`src/rtl/core/ufx_pkg.sv`:
```
// ----------------------------------------------------------------------------
// ufx_pkg
// Types, codes and helpers shared by the form field extractor modules.
// ----------------------------------------------------------------------------
package ufx_pkg;

  // Raw and decoded characters with special meaning.
  localparam logic [7:0] CHAR_PLUS    = 8'h2B;
  localparam logic [7:0] CHAR_PERCENT = 8'h25;
  localparam logic [7:0] CHAR_EQUALS  = 8'h3D;
  localparam logic [7:0] CHAR_AMP     = 8'h26;
  localparam logic [7:0] CHAR_SPACE   = 8'h20;
  localparam logic [7:0] CHAR_NUL     = 8'h00;

  // Configuration register indexes.
  localparam logic CFG_FIRST_NAME  = 1'b0;
  localparam logic CFG_SECOND_NAME = 1'b1;

  // Reset names: "username" and "password".
  localparam logic [63:0] FIRST_NAME_RST  = 64'h7573_6572_6E61_6D65;
  localparam logic [63:0] SECOND_NAME_RST = 64'h7061_7373_776F_7264;

  // Reject reasons.
  localparam logic REJ_KEY_LEN  = 1'b0;
  localparam logic REJ_NO_VALUE = 1'b1;

  // Maximum number of results one input byte can cause.
  localparam int unsigned MAX_RES = 3;

  typedef enum logic [1:0] {
    KIND_BYTE   = 2'd0,
    KIND_END    = 2'd1,
    KIND_ACCEPT = 2'd2,
    KIND_REJECT = 2'd3
  } kind_e;

  typedef enum logic [1:0] {
    ESC_IDLE = 2'd0,
    ESC_HIGH = 2'd1,
    ESC_LOW  = 2'd2
  } esc_e;

  typedef enum logic [1:0] {
    PAIR_START = 2'd0,
    PAIR_KEY   = 2'd1,
    PAIR_EQ    = 2'd2,
    PAIR_VALUE = 2'd3
  } pair_e;

  typedef enum logic [1:0] {
    MATCH_NONE   = 2'd0,
    MATCH_FIRST  = 2'd1,
    MATCH_SECOND = 2'd2
  } match_e;

  typedef struct packed {
    kind_e      kind;
    logic [7:0] data_byte;
    logic       field_id;
    logic       reject_code;
    logic       last;
  } res_t;

  // Results caused by one input byte, in order.
  typedef struct packed {
    logic [1:0]           cnt;
    res_t [MAX_RES-1:0]   res;
  } pkt_t;

  // Hex digit value; only 0-9 and A-F count, anything else is zero.
  function automatic logic [3:0] hex_value(input logic [7:0] b);
    logic [7:0] v;
    begin
      v = 8'h00;
      if (b >= 8'h30 && b <= 8'h39) begin
        v = b - 8'h30;
      end else if (b >= 8'h41 && b <= 8'h46) begin
        v = b - 8'h37;
      end
      return v[3:0];
    end
  endfunction

  function automatic res_t mk_res(input kind_e kind, input logic [7:0] data,
                                  input logic fid, input logic code,
                                  input logic last);
    res_t r;
    begin
      r.kind        = kind;
      r.data_byte   = data;
      r.field_id    = fid;
      r.reject_code = code;
      r.last        = last;
      return r;
    end
  endfunction

  // Append one result to a packet.
  function automatic pkt_t push(input pkt_t p, input res_t r);
    pkt_t o;
    begin
      o = p;
      if (p.cnt != 2'(MAX_RES)) begin
        o.res[p.cnt] = r;
        o.cnt        = p.cnt + 2'd1;
      end
      return o;
    end
  endfunction

endpackage

```
`src/rtl/core/urlencoded_form_field_extractor.sv`:
```
// ----------------------------------------------------------------------------
// urlencoded_form_field_extractor
// Decodes a url-encoded form body and emits the values of two named keys.
//
// Input channel (in_valid_i/in_ready_o): one raw body byte per request, with
// in_last_i on the final byte of a message. Output channel
// (out_valid_o/out_ready_i): one result per request: a value byte, a value
// end, or the closing accept/reject with out_last_o set.
// Configuration: cfg_we_i writes cfg_data_i to name register cfg_index_i
// (0 first name, 1 second name); write only while the block is idle.
// Registered output: a byte's first result shows in the cycle after its accept.
// Throughput: one byte per cycle while out_ready_i is high and each byte causes
// at most one result; a byte with more results holds the input side until its
// last result leaves the result register, which drains one per ready cycle.
// Reset: parser state clears and the names return to "username" and
// "password"; no result is pending.
// Stall: when out_ready_i is low the result register holds, and the input
// side stops taking bytes until its last pending result leaves.
// ----------------------------------------------------------------------------
module urlencoded_form_field_extractor import ufx_pkg::*; #(
  parameter int unsigned KEY_LEN = 8
) (
  input  logic        clk_i,
  input  logic        rst_ni,
  input  logic        in_valid_i,
  output logic        in_ready_o,
  input  logic [7:0]  in_byte_i,
  input  logic        in_last_i,
  output logic        out_valid_o,
  input  logic        out_ready_i,
  output logic [1:0]  kind_o,
  output logic [7:0]  data_byte_o,
  output logic        field_id_o,
  output logic        reject_code_o,
  output logic        out_last_o,
  input  logic        cfg_we_i,
  input  logic        cfg_index_i,
  input  logic [63:0] cfg_data_i
);

  localparam int unsigned KEY_W = 8 * KEY_LEN;

  logic [63:0] first_name_q;
  logic [63:0] second_name_q;
  logic        take;
  logic        can_load;
  pkt_t        pkt;
  res_t        res;

  // Name registers.
  always_ff @(posedge clk_i or negedge rst_ni) begin
    if (!rst_ni) begin
      first_name_q  <= FIRST_NAME_RST;
      second_name_q <= SECOND_NAME_RST;
    end else if (cfg_we_i) begin
      unique case (cfg_index_i)
        CFG_FIRST_NAME:  first_name_q  <= cfg_data_i;
        CFG_SECOND_NAME: second_name_q <= cfg_data_i;
        default: ;
      endcase
    end
  end

  assign in_ready_o = can_load;
  assign take       = in_valid_i && can_load;

  ufx_step #(
    .KEY_LEN (KEY_LEN)
  ) u_step (
    .clk_i         (clk_i),
    .rst_ni        (rst_ni),
    .take_i        (take),
    .in_byte_i     (in_byte_i),
    .in_last_i     (in_last_i),
    .first_name_i  (first_name_q[KEY_W-1:0]),
    .second_name_i (second_name_q[KEY_W-1:0]),
    .pkt_o         (pkt)
  );

  ufx_out_buf u_out_buf (
    .clk_i       (clk_i),
    .rst_ni      (rst_ni),
    .load_i      (take),
    .pkt_i       (pkt),
    .can_load_o  (can_load),
    .out_valid_o (out_valid_o),
    .out_ready_i (out_ready_i),
    .res_o       (res)
  );

  assign kind_o        = res.kind;
  assign data_byte_o   = res.data_byte;
  assign field_id_o    = res.field_id;
  assign reject_code_o = res.reject_code;
  assign out_last_o    = res.last;

endmodule

```
`src/rtl/core/ufx_step.sv`:
```
// ----------------------------------------------------------------------------
// ufx_step
// Per-message parser state: escape decoding, key/value tracking and the
// results caused by each accepted byte.
// ----------------------------------------------------------------------------
module ufx_step import ufx_pkg::*; #(
  parameter int unsigned KEY_LEN = 8
) (
  input  logic                 clk_i,
  input  logic                 rst_ni,
  input  logic                 take_i,
  input  logic [7:0]           in_byte_i,
  input  logic                 in_last_i,
  input  logic [8*KEY_LEN-1:0] first_name_i,
  input  logic [8*KEY_LEN-1:0] second_name_i,
  output pkt_t                 pkt_o
);

  localparam int unsigned KEY_W = 8 * KEY_LEN;

  esc_e             esc_q, esc_d;
  logic [3:0]       hn_q, hn_d;
  pair_e            pair_q, pair_d;
  logic [KEY_W-1:0] key_q, key_d;
  logic [3:0]       kcnt_q, kcnt_d;
  match_e           match_q, match_d;
  logic             fin_q, fin_d;

  logic             dlv;
  logic [7:0]       dbyte;
  logic             end_now;
  pkt_t             pkt;

  // Decode, split into pairs and collect the results for this byte.
  always_comb begin
    esc_d   = esc_q;
    hn_d    = hn_q;
    pair_d  = pair_q;
    key_d   = key_q;
    kcnt_d  = kcnt_q;
    match_d = match_q;
    fin_d   = fin_q;
    dlv     = 1'b0;
    dbyte   = in_byte_i;
    end_now = 1'b0;
    pkt     = '0;

    if (!fin_q) begin
      // Escape decoding turns the raw byte into at most one decoded byte.
      if (esc_q == ESC_HIGH) begin
        hn_d  = hex_value(in_byte_i);
        esc_d = ESC_LOW;
      end else if (esc_q == ESC_LOW) begin
        esc_d = ESC_IDLE;
        dlv   = 1'b1;
        dbyte = {hn_q, hex_value(in_byte_i)};
      end else if (in_byte_i == CHAR_PLUS) begin
        dlv   = 1'b1;
        dbyte = CHAR_SPACE;
      end else if (in_byte_i == CHAR_PERCENT) begin
        esc_d = ESC_HIGH;
      end else begin
        dlv = 1'b1;
      end

      // Pair tracking for a nonzero decoded byte.
      if (dlv && dbyte != CHAR_NUL) begin
        case (pair_q)
          PAIR_START: begin
            key_d   = KEY_W'(dbyte);
            kcnt_d  = 4'd1;
            match_d = MATCH_NONE;
            pair_d  = PAIR_KEY;
          end
          PAIR_KEY: begin
            if (dbyte == CHAR_EQUALS) begin
              if (kcnt_q != 4'(KEY_LEN)) begin
                pkt   = push(pkt, mk_res(KIND_REJECT, 8'h00, 1'b0, REJ_KEY_LEN, 1'b1));
                fin_d = 1'b1;
              end else begin
                if (key_q == first_name_i) begin
                  match_d = MATCH_FIRST;
                end else if (key_q == second_name_i) begin
                  match_d = MATCH_SECOND;
                end else begin
                  match_d = MATCH_NONE;
                end
                pair_d = PAIR_EQ;
              end
            end else begin
              key_d = KEY_W'({key_q, dbyte});
              if (kcnt_q != 4'd15) begin
                kcnt_d = kcnt_q + 4'd1;
              end
            end
          end
          default: begin
            if (dbyte == CHAR_AMP) begin
              if (match_q != MATCH_NONE) begin
                pkt = push(pkt, mk_res(KIND_END, 8'h00, match_q == MATCH_SECOND,
                                       1'b0, 1'b0));
              end
              match_d = MATCH_NONE;
              pair_d  = PAIR_START;
            end else begin
              pair_d = PAIR_VALUE;
              if (match_q != MATCH_NONE) begin
                pkt = push(pkt, mk_res(KIND_BYTE, dbyte, match_q == MATCH_SECOND,
                                       1'b0, 1'b0));
              end
            end
          end
        endcase
      end

      // End of message on a decoded zero or on the marked last byte.
      end_now = (dlv && dbyte == CHAR_NUL) || in_last_i;
      if (end_now && !fin_d) begin
        if (pair_d == PAIR_KEY || pair_d == PAIR_EQ) begin
          pkt = push(pkt, mk_res(KIND_REJECT, 8'h00, 1'b0, REJ_NO_VALUE, 1'b1));
        end else begin
          if (pair_d == PAIR_VALUE && match_d != MATCH_NONE) begin
            pkt = push(pkt, mk_res(KIND_END, 8'h00, match_d == MATCH_SECOND,
                                   1'b0, 1'b0));
          end
          pkt = push(pkt, mk_res(KIND_ACCEPT, 8'h00, 1'b0, 1'b0, 1'b1));
        end
        fin_d = 1'b1;
      end
    end

    // The last byte always starts a fresh message.
    if (in_last_i) begin
      esc_d   = ESC_IDLE;
      hn_d    = '0;
      pair_d  = PAIR_START;
      key_d   = '0;
      kcnt_d  = '0;
      match_d = MATCH_NONE;
      fin_d   = 1'b0;
    end
  end

  assign pkt_o = pkt;

  // State advances only on an accepted request.
  always_ff @(posedge clk_i or negedge rst_ni) begin
    if (!rst_ni) begin
      esc_q   <= ESC_IDLE;
      hn_q    <= '0;
      pair_q  <= PAIR_START;
      key_q   <= '0;
      kcnt_q  <= '0;
      match_q <= MATCH_NONE;
      fin_q   <= 1'b0;
    end else if (take_i) begin
      esc_q   <= esc_d;
      hn_q    <= hn_d;
      pair_q  <= pair_d;
      key_q   <= key_d;
      kcnt_q  <= kcnt_d;
      match_q <= match_d;
      fin_q   <= fin_d;
    end
  end

endmodule

```
`src/rtl/core/ufx_out_buf.sv`:
```
// ----------------------------------------------------------------------------
// ufx_out_buf
// Result register: holds the results of one byte and hands them out one per
// cycle while out_ready_i is high, taking the next packet as the last one leaves.
// ----------------------------------------------------------------------------
module ufx_out_buf import ufx_pkg::*; (
  input  logic clk_i,
  input  logic rst_ni,
  input  logic load_i,
  input  pkt_t pkt_i,
  output logic can_load_o,
  output logic out_valid_o,
  input  logic out_ready_i,
  output res_t res_o
);

  res_t [MAX_RES-1:0] res_q;
  logic [1:0]         cnt_q;
  logic [1:0]         idx_q;
  logic               pop;

  assign out_valid_o = (cnt_q != 2'd0);
  assign pop         = out_valid_o && out_ready_i;
  assign can_load_o  = (cnt_q == 2'd0) || (cnt_q == 2'd1 && out_ready_i);
  assign res_o       = res_q[idx_q];

  // Remaining count and read position.
  always_ff @(posedge clk_i or negedge rst_ni) begin
    if (!rst_ni) begin
      cnt_q <= 2'd0;
      idx_q <= 2'd0;
    end else if (load_i) begin
      cnt_q <= pkt_i.cnt;
      idx_q <= 2'd0;
    end else if (pop) begin
      cnt_q <= cnt_q - 2'd1;
      idx_q <= idx_q + 2'd1;
    end
  end

  // Result payload.
  always_ff @(posedge clk_i) begin
    if (load_i) begin
      res_q <= pkt_i.res;
    end
  end

`ifndef SYNTHESIS
  // The read position never passes the end of the packet.
  a_idx_in_range: assert property (@(posedge clk_i) disable iff (!rst_ni)
    out_valid_o |-> (32'(idx_q) + 32'(cnt_q) <= 32'(MAX_RES)))
    else $error("read position beyond packet");

  // A final result is always the last one of its packet.
  a_last_is_final: assert property (@(posedge clk_i) disable iff (!rst_ni)
    (out_valid_o && res_o.last) |-> (cnt_q == 2'd1))
    else $error("final result not at end of packet");

  // A nonempty packet shows up as a request in the next cycle.
  a_load_shows: assert property (@(posedge clk_i) disable iff (!rst_ni)
    (load_i && pkt_i.cnt != 2'd0) |=> (out_valid_o && idx_q == 2'd0))
    else $error("loaded packet not presented");

  // A pop inside a packet advances to the next entry.
  a_pop_advance: assert property (@(posedge clk_i) disable iff (!rst_ni)
    (pop && !load_i && cnt_q > 2'd1) |=> (idx_q == $past(idx_q) + 2'd1))
    else $error("read position did not advance");
`endif

endmodule

```
`config.mk`:
```
export PLATFORM = sky130hd
export DESIGN_NAME = urlencoded_form_field_extractor
export DESIGN_NICKNAME = d
export VERILOG_FILES = /design/src/rtl/core/ufx_pkg.sv /design/src/rtl/core/urlencoded_form_field_extractor.sv /design/src/rtl/core/ufx_step.sv /design/src/rtl/core/ufx_out_buf.sv
export SDC_FILE = /design/constraint.sdc
export NUM_CORES = 1
export LEC_CHECK = 0
export ABC_AREA = 1
export BUFFER_PORTS_ARGS = -buffer_cell sky130_fd_sc_hd__buf_2
export CAP_MARGIN = 30
export CORE_MARGIN = 1.5
export CORE_UTILIZATION = 61
export CTS_BUF_LIST = sky130_fd_sc_hd__clkbuf_4 sky130_fd_sc_hd__clkbuf_8 sky130_fd_sc_hd__clkbuf_16
export DETAILED_ROUTE_END_ITERATION = 12
export GPL_TIMING_DRIVEN = 0
export MAX_ROUTING_LAYER = met4
export PLACE_DENSITY = 0.89
export RECOVER_POWER = 25
export SLEW_MARGIN = 10
export SYNTH_ARGS = -nofsm -noshare
export SYNTH_HDL_FRONTEND = slang
export SYNTH_SLANG_ARGS = --single-unit
```
`constraint.sdc`:
```
create_clock -name clk_i -period 5.1 [get_ports clk_i]
set_input_delay 1.02 -clock clk_i [delete_from_list [all_inputs] [get_ports clk_i]]
set_output_delay 1.02 -clock clk_i [all_outputs]
set_load 0.02 [all_outputs]
```
* Word-level counts from Yosys, hierarchy flattened
Cells that the tools add are included.
Storage, ports and cells: register bits 250, input port bits 79, word-level logic and storage cells 192, output and inout bits 15
Cells by class: eq/ne operators 23, mux-type cells 86, bitwise gates (word level) 7, add/subtract/negate cells 7, magnitude comparators 9, reductions and logical operators 34
Operators with widths (count):
- $mux W41 | 14
- $mux W64 | 4
- $eq A64 B64 Y1 | 2
- $pmux W64 S2 | 1
- $mux W40 | 3
- $pmux W41 S2 | 1
- $demux W13 S2 | 2
- $mux W2 | 26
- $mux W4 | 10
- $bwmux W39 | 1
- $mux W13 | 3
- $and A33 B33 Y33 | 1
- $not A33 Y33 | 1
- $eq A8 B6 Y1 const B | 4
- $mux W8 | 4
- $and A27 B27 Y27 | 1
- $not A27 Y27 | 1
- $bmux W13 S2 | 1
- $mux W1 | 13
- $or A12 B12 Y12 | 1
- $reduce_bool A2 Y1 | 6
- $logic_and A1 B1 Y1 | 11
- $eq A2 B2 Y1 const B | 5
- $lt A2 B3 Y1 const B | 3
- 32 further kinds | 47

* Longest topological paths before layout
Gate-level depths: netlist of the first run.
depth in word-level cells 33, mapped depth 30, mapped depth without buffers 30

* Cells and area by module
A second synthesis of the first run with hierarchy kept.
Second synthesis, totals: cells, all modules 1818, area total of the unflattened synthesis 13808.2 sq um
Modules (own cells, without submodules):
- ufx_step | cells an instance 1133, area each 6870.3 sq um, times used 1
- urlencoded_form_field_extractor | cells an instance 557, area each 5246.3 sq um, times used 1
- ufx_out_buf | cells an instance 128, area each 1691.6 sq um, times used 1

* Worst setup path before layout of the first run
No wires, ideal clock.
kind input port to flip-flop, start point input in_byte_i[0], end point register u_out_buf.res_q[2] (netlist name) (data pin), arrival 3901 ps, setup slack 945 ps, data required time 4846 ps, setup time 254 ps, stages on the path 26, cell sequence inv_1 -> ha_1 -> nand2_2 -> nand3_4 -> nand2_4 -> nand2_1 -> nand2_1 -> nand3_2 -> nand2_2 -> inv_2 -> nor2_4 -> nand2_1 -> nor4_2 -> nor2_1 -> nor2_1 -> ha_1 -> nand2_1 -> ha_1 -> nand2_1 -> clkinv_1 -> o21ai_0 -> nor2_1 -> nand3_1 -> nand2_1 -> a21oi_1 -> nor2_1
Between the ends: longest elaborated chain between the ends 27, elaborated cells between the ends (all ways) 83, classes of those cells 3 x add/sub; 8 x order compare; 10 x eq/ne; 44 x mux; 4 x bitwise; 14 x reduce/logical
Ends and longest elaborated chain:
- start: declaration | line urlencoded_form_field_extractor.sv:27 | input logic [7:0] in_byte_i,
- $ge A8 B7 Y1 / $le A8 B7 Y1 (equally long branches) | line ufx_pkg.sv:77 | end else if (b >= 8'h41 && b <= 8'h46) begin
- $logic_and A1 B1 Y1 | line ufx_pkg.sv:77
- $mux W4 | line ufx_pkg.sv:77
- $mux W4 | line ufx_pkg.sv:75 | if (b >= 8'h30 && b <= 8'h39) begin
- $mux W8 | line ufx_step.sv:53 | end else if (esc_q == ESC_LOW) begin
- $mux W8 | line ufx_step.sv:50 | if (esc_q == ESC_HIGH) begin
- $mux W8 | line ufx_step.sv:48 | if (!fin_q) begin
- $eq A8 B6 Y1 (on tied branches) | line ufx_step.sv:98, ufx_step.sv:76
- [... 11 more ...]
- $logic_and A1 B1 Y1 (implied by the code) | line ufx_pkg.sv:104 | o.res[p.cnt] = r;
- $mux W13 (implied by the code) | line ufx_pkg.sv:104
- $demux W13 S2
- $not A33 Y33 (no line)
- $and A33 B33 Y33 (no line)
- $mux W41 | line ufx_pkg.sv:103 | if (p.cnt != 2'(MAX_RES)) begin
- $mux W41 | line ufx_step.sv:119 | if (pair_d == PAIR_KEY || pair_d == PAIR_EQ) begin
- $mux W41 * | line ufx_step.sv:118 | if (end_now && !fin_d) begin
- end signal: assignment | line ufx_out_buf.sv:44 | res_q <= pkt_i.res;
- end: declaration | line ufx_out_buf.sv:17 | res_t [MAX_RES-1:0] res_q;
Mark *: on every way between the ends. The rest lies on a longest branch, timed or not. The select of a mux whose other input is x is not followed. A chain may end at the register's enable or synchronous reset.

* Worst setup path after layout of the first run
start point register u_step.esc_q[1], end point register u_out_buf.res_q[2] (netlist name) (data pin)
Between the ends: longest elaborated chain between the ends 24, elaborated cells between the ends (all ways) 70, classes of those cells 1 x add/sub; 4 x order compare; 10 x eq/ne; 39 x mux; 4 x bitwise; 12 x reduce/logical
Ends and longest elaborated chain:
- start: declaration | line ufx_step.sv:21 | esc_e esc_q, esc_d;
- start signal: assignment | line ufx_step.sv:157 | esc_q <= esc_d;
- $eq A2 B2 Y1 | line ufx_step.sv:53
- $mux W8 | line ufx_step.sv:53
- $mux W8 | line ufx_step.sv:50
- $mux W8 | line ufx_step.sv:48
- $eq A8 B6 Y1 (on tied branches) | line ufx_step.sv:98, ufx_step.sv:76
- $mux W41, or another cell as far along | line ufx_step.sv:98 | if (dbyte == CHAR_AMP) begin
- $pmux W41 S2 / $pmux W2 S2 (equally long branches) | line ufx_step.sv:68 | case (pair_q)
- $mux W41 / $mux W2 (equally long branches) | line ufx_step.sv:67 | if (dlv && dbyte != CHAR_NUL) begin
- [... 8 more ...]
- $logic_and A1 B1 Y1 (implied by the code) | line ufx_pkg.sv:104
- $mux W13 (implied by the code) | line ufx_pkg.sv:104
- $demux W13 S2
- $not A33 Y33 (no line)
- $and A33 B33 Y33 (no line)
- $mux W41 | line ufx_pkg.sv:103
- $mux W41 | line ufx_step.sv:119
- $mux W41 * | line ufx_step.sv:118
Marks and branches as above.

==> results of run 1 <==
## critical path: stages (launching register included)
cell and delay, ps:
dfrtp_1 360, inv_1 70, ha_1 200, inv_2 110
nand2_2 100, buf_6 150, o21ai_1 560, nand3_2 220
nor2_4 180, nand2_2 100, nand2_4 150, nor3_1 90
a211oi_2 260, ha_1 260, nand2_1 130, ha_1 350
nand2_1 80, clkinv_1 220, o21ai_0 240, nor2_1 100
nand3_1 90, nand2_1 50, a21oi_1 110, nor2_1 60
## power breakdown
part	total [mW]	switching, mW	internal, mW
combinational	1.68	1.16	0.522
sequential	2.36	0.222	2.14
clock	1.87	0.764	1.10
total	5.90	2.14	3.76
## layout make-up
class                           count  area [sq um]
Multi-Input combinational cell   1071          5250
Buffer                             57         311.5
Timing Repair Buffer               94         473.0
Clock buffer                       36         769.5
Inverter                          249         934.6
Sequential cell                   228          5878
Tap cell                          265         331.6
Fill cell                        1594          5615
Clock inverter                     10         90.09
## stage by stage
step / instances / power [mW] / setup WS (ps) / utilization (%)
2_1_floorplan: 1605 / 3.441 / 945.4 / -
4_1_cts: 2010 / 5.871 / 686.1 / 71.58
3_5_place_dp: 1964 / 4.009 / 227.3 / 67.21
6_report: 2010 / 5.903 / 576.0 / 71.43
5_1_grt: 2010 / 6.164 / 231.4 / 71.43
3_3_place_gp: 1963 / 3.948 / -449.3 / 67.02
## logic make-up (layout without fill, tap and decap cells)
group	Yosys count	in the layout	share of synthesized area (%)
DFF	228	228	47.50
and+or+nand+nor	737	737	25.24
xor gates and xnor gates	50	50	3.539
AOI/OAI and AO/OA	269	269	12.13
buffers and inverters	306	446	10.07
adders and majority gates	15	15	1.517
## sequential cells by signal, indices dropped and copies added, names as in the netlist
name	flops
u_out_buf.cnt_q	2
u_step.esc_q	2
u_out_buf.res_q	17
u_step.fin_q	1
u_step.kcnt_q	4
u_step.pair_q	2
u_out_buf.idx_q	2
u_step.match_q	2
first_name_q	64
second_name_q	64
u_step.hn_q	4
u_step.key_q	64
## layer usage
layer	routed length [microns]	part of all wire [%]	track usage, %
met3	4026	11	7.712
met5	0	0	-
met1	14780	41	48.15
met2	16080	44	53.76
met4	1496	4.1	13.32
## layout by cell type (no fill, tap or decap), types with 42 or more instances in the layout
master	synthesis	layout
nand2_1	453	453
buf_2	0	92
clkbuf_1	42	42
dfstp_2	70	70
inv_1	236	236
nand3_1	102	102
dfrtp_1	141	141
o21ai_0	176	176
o21ai_1	50	50
nor2_1	125	125
## final timing paths
kind	end	depth (start not counted)	slack, ps	startpoint
min reg2reg	second_name_q[5]$_DFFE_PN1P_	2	500	second_name_q[5]$_DFFE_PN1P_
max reg2reg	u_out_buf.res_q[2]$_SDFFCE_PP0P_	23	580	u_step.esc_q[1]$_DFFE_PN0P_
max	u_out_buf.res_q[2]$_SDFFCE_PP0P_	23	580	u_step.esc_q[1]$_DFFE_PN0P_
max in group asynchronous	second_name_q[51]$_DFFE_PN0P_	2	1160	rst_ni
min in group asynchronous	first_name_q[17]$_DFFE_PN0P_	1	1180	rst_ni
min	second_name_q[5]$_DFFE_PN1P_	2	500	second_name_q[5]$_DFFE_PN1P_
==> summary.md, run 1 <==
| Metric | Value |
|---|---|
| Status | finished, violations left |
| Failing checks | capacitance limit, slew limit |
| DRT antenna net count | 0 |
| PD cells | roughly 420 nW/um^2 |
| Warnings from Yosys | 0 |
| PortBufs | 93 |
| Mapped Area | ~12,000 sq um |
| Inserted Clock Buffers | 25 |
| Hold_ws | between 400 and 500 ps |
| Die H | around 150 microns |
| CTS root buffer | clkbuf_16 |
| Number of remaining DRC errors | 0 |
| Clock buffer depth | 3 |
| CP Class | flop to flop |
| Post-synthesis cell count | approximately 1,600 |
| Data required, critical path | 5380 ps |
| Drt first pass iters | 6 |
| Post-Route WL | 36.38 mm |
| GRT Residual Overflow | 0 |
| Fmax | ~0.22 GHz |
| Clock transition at the registers of the reported paths | approximately 70 ps |
| Worst VDD drop | ~260 uV |
| Number of synthesized flops with an enable pin | 17 |
| # Post-CTS Setup Buffers | 0 |
| Vias in the first global route | around 11,000 |
| HPWL after detailed placement | roughly 27 mm |
| Placed Area | 13,210 sq um |
| Maxcap violations | 2 |
| # IOs | 94 |
| Final Cell Area | 14,040 sq um |
| Fin crit period | 4524 ps |
| Unrepaired setup endpoints after global routing | false |
| CTS tree | built |
| Cts hold-fix bufs | 0 |
| Share of layout cells above drive strength 1 | 16.22% |
| Main synth FF type | dfrtp_1 |
| Vias | ~11,000 |
| Most common cell in the netlist | nand2_1 |
| Ranking of synthesized cells by area | dfrtp_1, dfstp_2, nand2_1 |
| Post-CTS resize count | 0 |
| Core Footprint | between 15,000 and 20,000 sq um |
| Rows | between 50 and 60 |
| Number of diodes | 0 |
| Seq/Total Area, Yosys | 47.50% |
| Clk sinks | roughly 230 |
| Top cell type's share of synthesized area | between 20% and 30% |
| Async S/R FF share, synth | approximately 90% |
| Initial antenna violation count | 0 |
| Slew Viols, Final | about 210 |
| Initial core utilization | ~63% |
| Arr. time, crit path | 4810 ps |
| Top post-synthesis cells by count | nand2_1, inv_1, o21ai_0 |
| Routability congestion estimate | 0.9807 |
| Distinct cell type count after synthesis | 45 |
| First-pass GRT wire length | about 57 mm |
| GRT Resource Usage Total | 35.87% |
| Largest net degree at the start of global routing | approximately 120 |
| CP max FO | 10 |
| Avg WL per Cell | about 18 microns |
| Post-synthesis average cell area | 7.710 sq um |
| Final Hold Fails | 0 |
| Nets@finish | 1,820 |
| Worst slew pin tran | 2383 ps |
| 1st-iter DRT viols | about 1,300 |
| Sum Neg Setup Slack | 0 ps |
| Die width | 145.4 microns |
| CP Capture Type | flop |
| Leak | between 6 and 7 nW |
| HP Class | flop to flop |
| Cell taking the most area after synthesis | dfrtp_1 |
| Via/cell ratio | around 5.6 |
| CP startpoint kind | flop |
| Total die area | 21,150 sq um |
| Syn Nets | approximately 1,700 |
| Flops & latches, synth | roughly 230 |
| Final Setup Violations | 0 |
| H-tree level count | 1 |
| Max_slew headroom | -58.85% |
| Insertion delay to the later sink of the worst-skew pair | 540 ps |
| Synthesis-to-finish area growth | 13.45% |
| Setup Skew | about 23 ps |
| Crit share post-route | 88.71% |
Power figures use the tool's default switching activity.
==> inputs of run 2 (changes only) <==
Settings changed: CELL_PAD_IN_SITES_DETAIL_PLACEMENT set to 1, CELL_PAD_IN_SITES_GLOBAL_PLACEMENT set to 2, CORE_UTILIZATION 61 to 36, CTS_CLUSTER_DIAMETER set to 150, PLACE_DENSITY 0.89 to 0.88, SYNTH_HIERARCHICAL set to 1.
==> summary.md, run 2 <==
| Metric | Value |
|---|---|
| Final Cell Area | roughly 16,000 sq um |
| Switch share | between 30% and 40% |
| P_int | around 4.5 mW |
| Commonest non-fill, non-tap cell in the layout | nand2_1 |
| Routability congestion estimate | ~0.87 |
| CP max FO | 9 |
| CP Capture Type | flop |
| Share of layout cells above drive strength 1 | between 10% and 20% |
| CP startpoint kind | flop |
| Largest family of logic cells by synthesized area | simple AND/OR/NAND/NOR gates |
| Final Hold Fails | 0 |
| Mux cell area share after synthesis | 0% |
| CTS root buffer | clkbuf_16 |
| Top post-synthesis cells by count | nand2_1, nand3_1, inv_1 |
| Mapped Area | 13,810 sq um |
| H-tree level count | 1 |
| PD cells | approximately 430 nW/um^2 |
| DRT antenna net count | 0 |
| Sequential power share | 38.0% |
| First-pass GRT wire length | approximately 73 mm |
| GRT Residual Overflow | 0 |
| Post-Synth Simple-Gate Area | 31.57% |
| Die H | around 200 microns |
| Top cell type's share of synthesized area | approximately a quarter |
| CP Class | flop to flop |
| Setup Skew | 17.17 ps |
| Drt first pass iters | 5 |
| Nets@finish | between 2,000 and 2,500 |
| Fmax | 0.2396 GHz |
| Distinct cell type count after synthesis | 41 |
| Logic pwr share | approximately 27% |
| XOR/XNOR Fraction of Synth Area | 2.854% |
| Total die area | 39,540 sq um |
| Adder-Cell Fraction of Synth Area | 1.178% |
| Sum Neg Setup Slack | 0 ps |
| Cell taking the most area after synthesis | dfrtp_1 |
| Final Setup Violations | 0 |
| Status | finished, violations left |
| Worst slew pin tran | around 3000 ps |
| Largest net degree at the start of global routing | between 100 and 150 |
| Met1 wire length | around 22 mm |
| # IOs | 94 |
| Crit share post-route | ~80% |
| Max_slew headroom | -100.0% |
| Placed Area | 15,060 sq um |
| Unrepaired setup endpoints after global routing | false |
| Main synth FF type | dfrtp_1 |
| Top layer in use | met4 |
| Met2 routed WL | 21.64 mm |
| Async S/R FF share, synth | between 80% and 90% |
| Vias in the first global route | approximately 13,000 |
| Insertion delay to the later sink of the worst-skew pair | about 570 ps |
| Number of diodes | 0 |
| CTS tree | built |
| Number of synthesized flops with an enable pin | 39 |
| Fin crit period | between 4000 and 5000 ps |
| Layout Cells excl Fill | between 2,000 and 2,500 |
| Post-CTS resize count | 0 |
| Die width | between 150 and 200 microns |
| Initial core utilization | between 30% and 40% |
| Synthesis-to-finish area growth | 17.04% |
| PortBufs | 92 |
| Total power | a little under 7 mW |
| Net switching power | ~2.4 mW |
| HPWL after detailed placement | about 35 mm |
| Warnings from Yosys | 6 |
| Post-Route WL | around 46 mm |
| Most frequent cells in the layout | nand2_1, nand3_1, inv_1, dfrtp_1, nor2_1 |
| Post-synthesis cell count | between 1,500 and 2,000 |
| Clock transition at the registers of the reported paths | approximately 60 ps |
| Slew Viols, Final | 50 |
| Initial antenna violation count | 0 |
| Inserted Clock Buffers | 30 |
| Vias | between 10,000 and 15,000 |
| Ranking of synthesized cells by area | dfrtp_1, nand2_1, dfstp_2 |
| Most common cell in the netlist | nand2_1 |
| Seq/Total Area, Yosys | 47.35% |
| Met3 routed WL | 1.475 mm |
| Synth Area in Compound Gates | under 10% |
| Maxcap violations | 1 |
| Worst VDD drop | around 240 uV |
| Arr. time, crit path | between 4000 and 5000 ps |
| Data required, critical path | between 5000 and 6000 ps |
| Clock buffer depth | 3 |
| Clk sinks | 250 |
| Clock share of power | roughly a third |
| Post-synthesis average cell area | about 7.6 sq um |
| Number of remaining DRC errors | 0 |
| 1st-iter DRT viols | between 600 and 700 |
| Core Footprint | 37,760 sq um |
| Avg WL per Cell | approximately 19 microns |
| Cts hold-fix bufs | 0 |
| Dpl cells | 2,442 |
| Leak | 7.992 nW |
| Flops & latches, synth | 250 |
| GRT Resource Usage Total | 24.87% |
| Via/cell ratio | just under 5 |
| HP Class | flop to flop |
| Failing checks | capacitance limit, slew limit |
| Top flop regs | first_name_q (64), second_name_q (64), u_step/key_q (64) |
| # Post-CTS Setup Buffers | 0 |
| Rows | 71 |
run 2: path summary, 6_finish.rpt:
check                                             start                           end  slack [ps]  cells after the start
max                         u_step/esc_q[1]$_DFFE_PN0P_  u_out_buf/res_q[2]$_DFFE_PP_         930                     25
min                        second_name_q[2]$_DFFE_PN1P_  second_name_q[2]$_DFFE_PN1P_         460                      2
max reg2reg                 u_step/esc_q[1]$_DFFE_PN0P_  u_out_buf/res_q[2]$_DFFE_PP_         930                     25
min reg2reg                second_name_q[2]$_DFFE_PN1P_  second_name_q[2]$_DFFE_PN1P_         460                      2
max in group asynchronous                        rst_ni   u_step/esc_q[0]$_DFFE_PN0P_        1970                      1
min in group asynchronous                        rst_ni  first_name_q[39]$_DFFE_PN0P_        1430                      1
run 2: area by class of cell:
type | count | area (sq um)
repair buffers | 95 | 533.0
well taps | 511 | 639.4
inverters | 212 | 797.0
multi-input cells | 1283 | 5871
clock inverters | 17 | 237.7
plain buffers | 91 | 664.4
flip-flops and latches | 250 | 6539
fillers | 4751 | 21590
clock buffers | 39 | 879.6
run 2: cell families after synthesis:
logic type	after synthesis
flip-flops	250
XOR/XNOR	45
AND/OR/NAND/NOR	1044
adder cells (fa/ha/maj)	13
other	1
AO/OA/AOI/OAI	162
buffers and inverters	303
run 2: metal layers:
metal	GRT usage (%)	up-vias
met5	-	-
met4	4.770	0
met3	2.442	43
met2	39.96	199
met1	34.32	6055
li1	-	5974
run 2: metrics by stage:
step                      hold WS (ps)  setup WS [ps]  utilization (%)
after floorplan                  441.9           1119                -
after global placement           454.0         -906.7            39.67
after detailed placement         455.0          399.2            39.89
after CTS                        351.0          985.5            42.85
after global routing             483.3          605.5            42.80
final                            463.6          925.9            42.80
run 2: power groups by stage:
stage	Sequential [mW]	Combinational (mW)	Clock [mW]
floorplan	2.56	1.22	0
global placement	2.66	1.81	0
detailed placement	2.67	1.88	0
CTS	2.63	1.89	2.46
global route	2.67	2.10	2.53
finish	2.63	1.88	2.41
run 2: critical path: stages, from the launching register on:
cell and delay [ps]:
dfrtp_1 350, inv_1 60, ha_1 210, inv_2 110, nand2_4 80, o21ai_1 420
nand2_1 200, nor2_1 140, nand3_1 110, nor2_2 190, a21oi_4 120, nand2_1 190
nor2_1 80, a21oi_1 130, nand2_1 100, inv_1 70, ha_1 180, inv_1 60
nor2_2 180, ha_1 290, a31oi_1 280, nand2_2 100, nand2_4 130, nor2_2 50
nor2_1 80, nor2_1 50
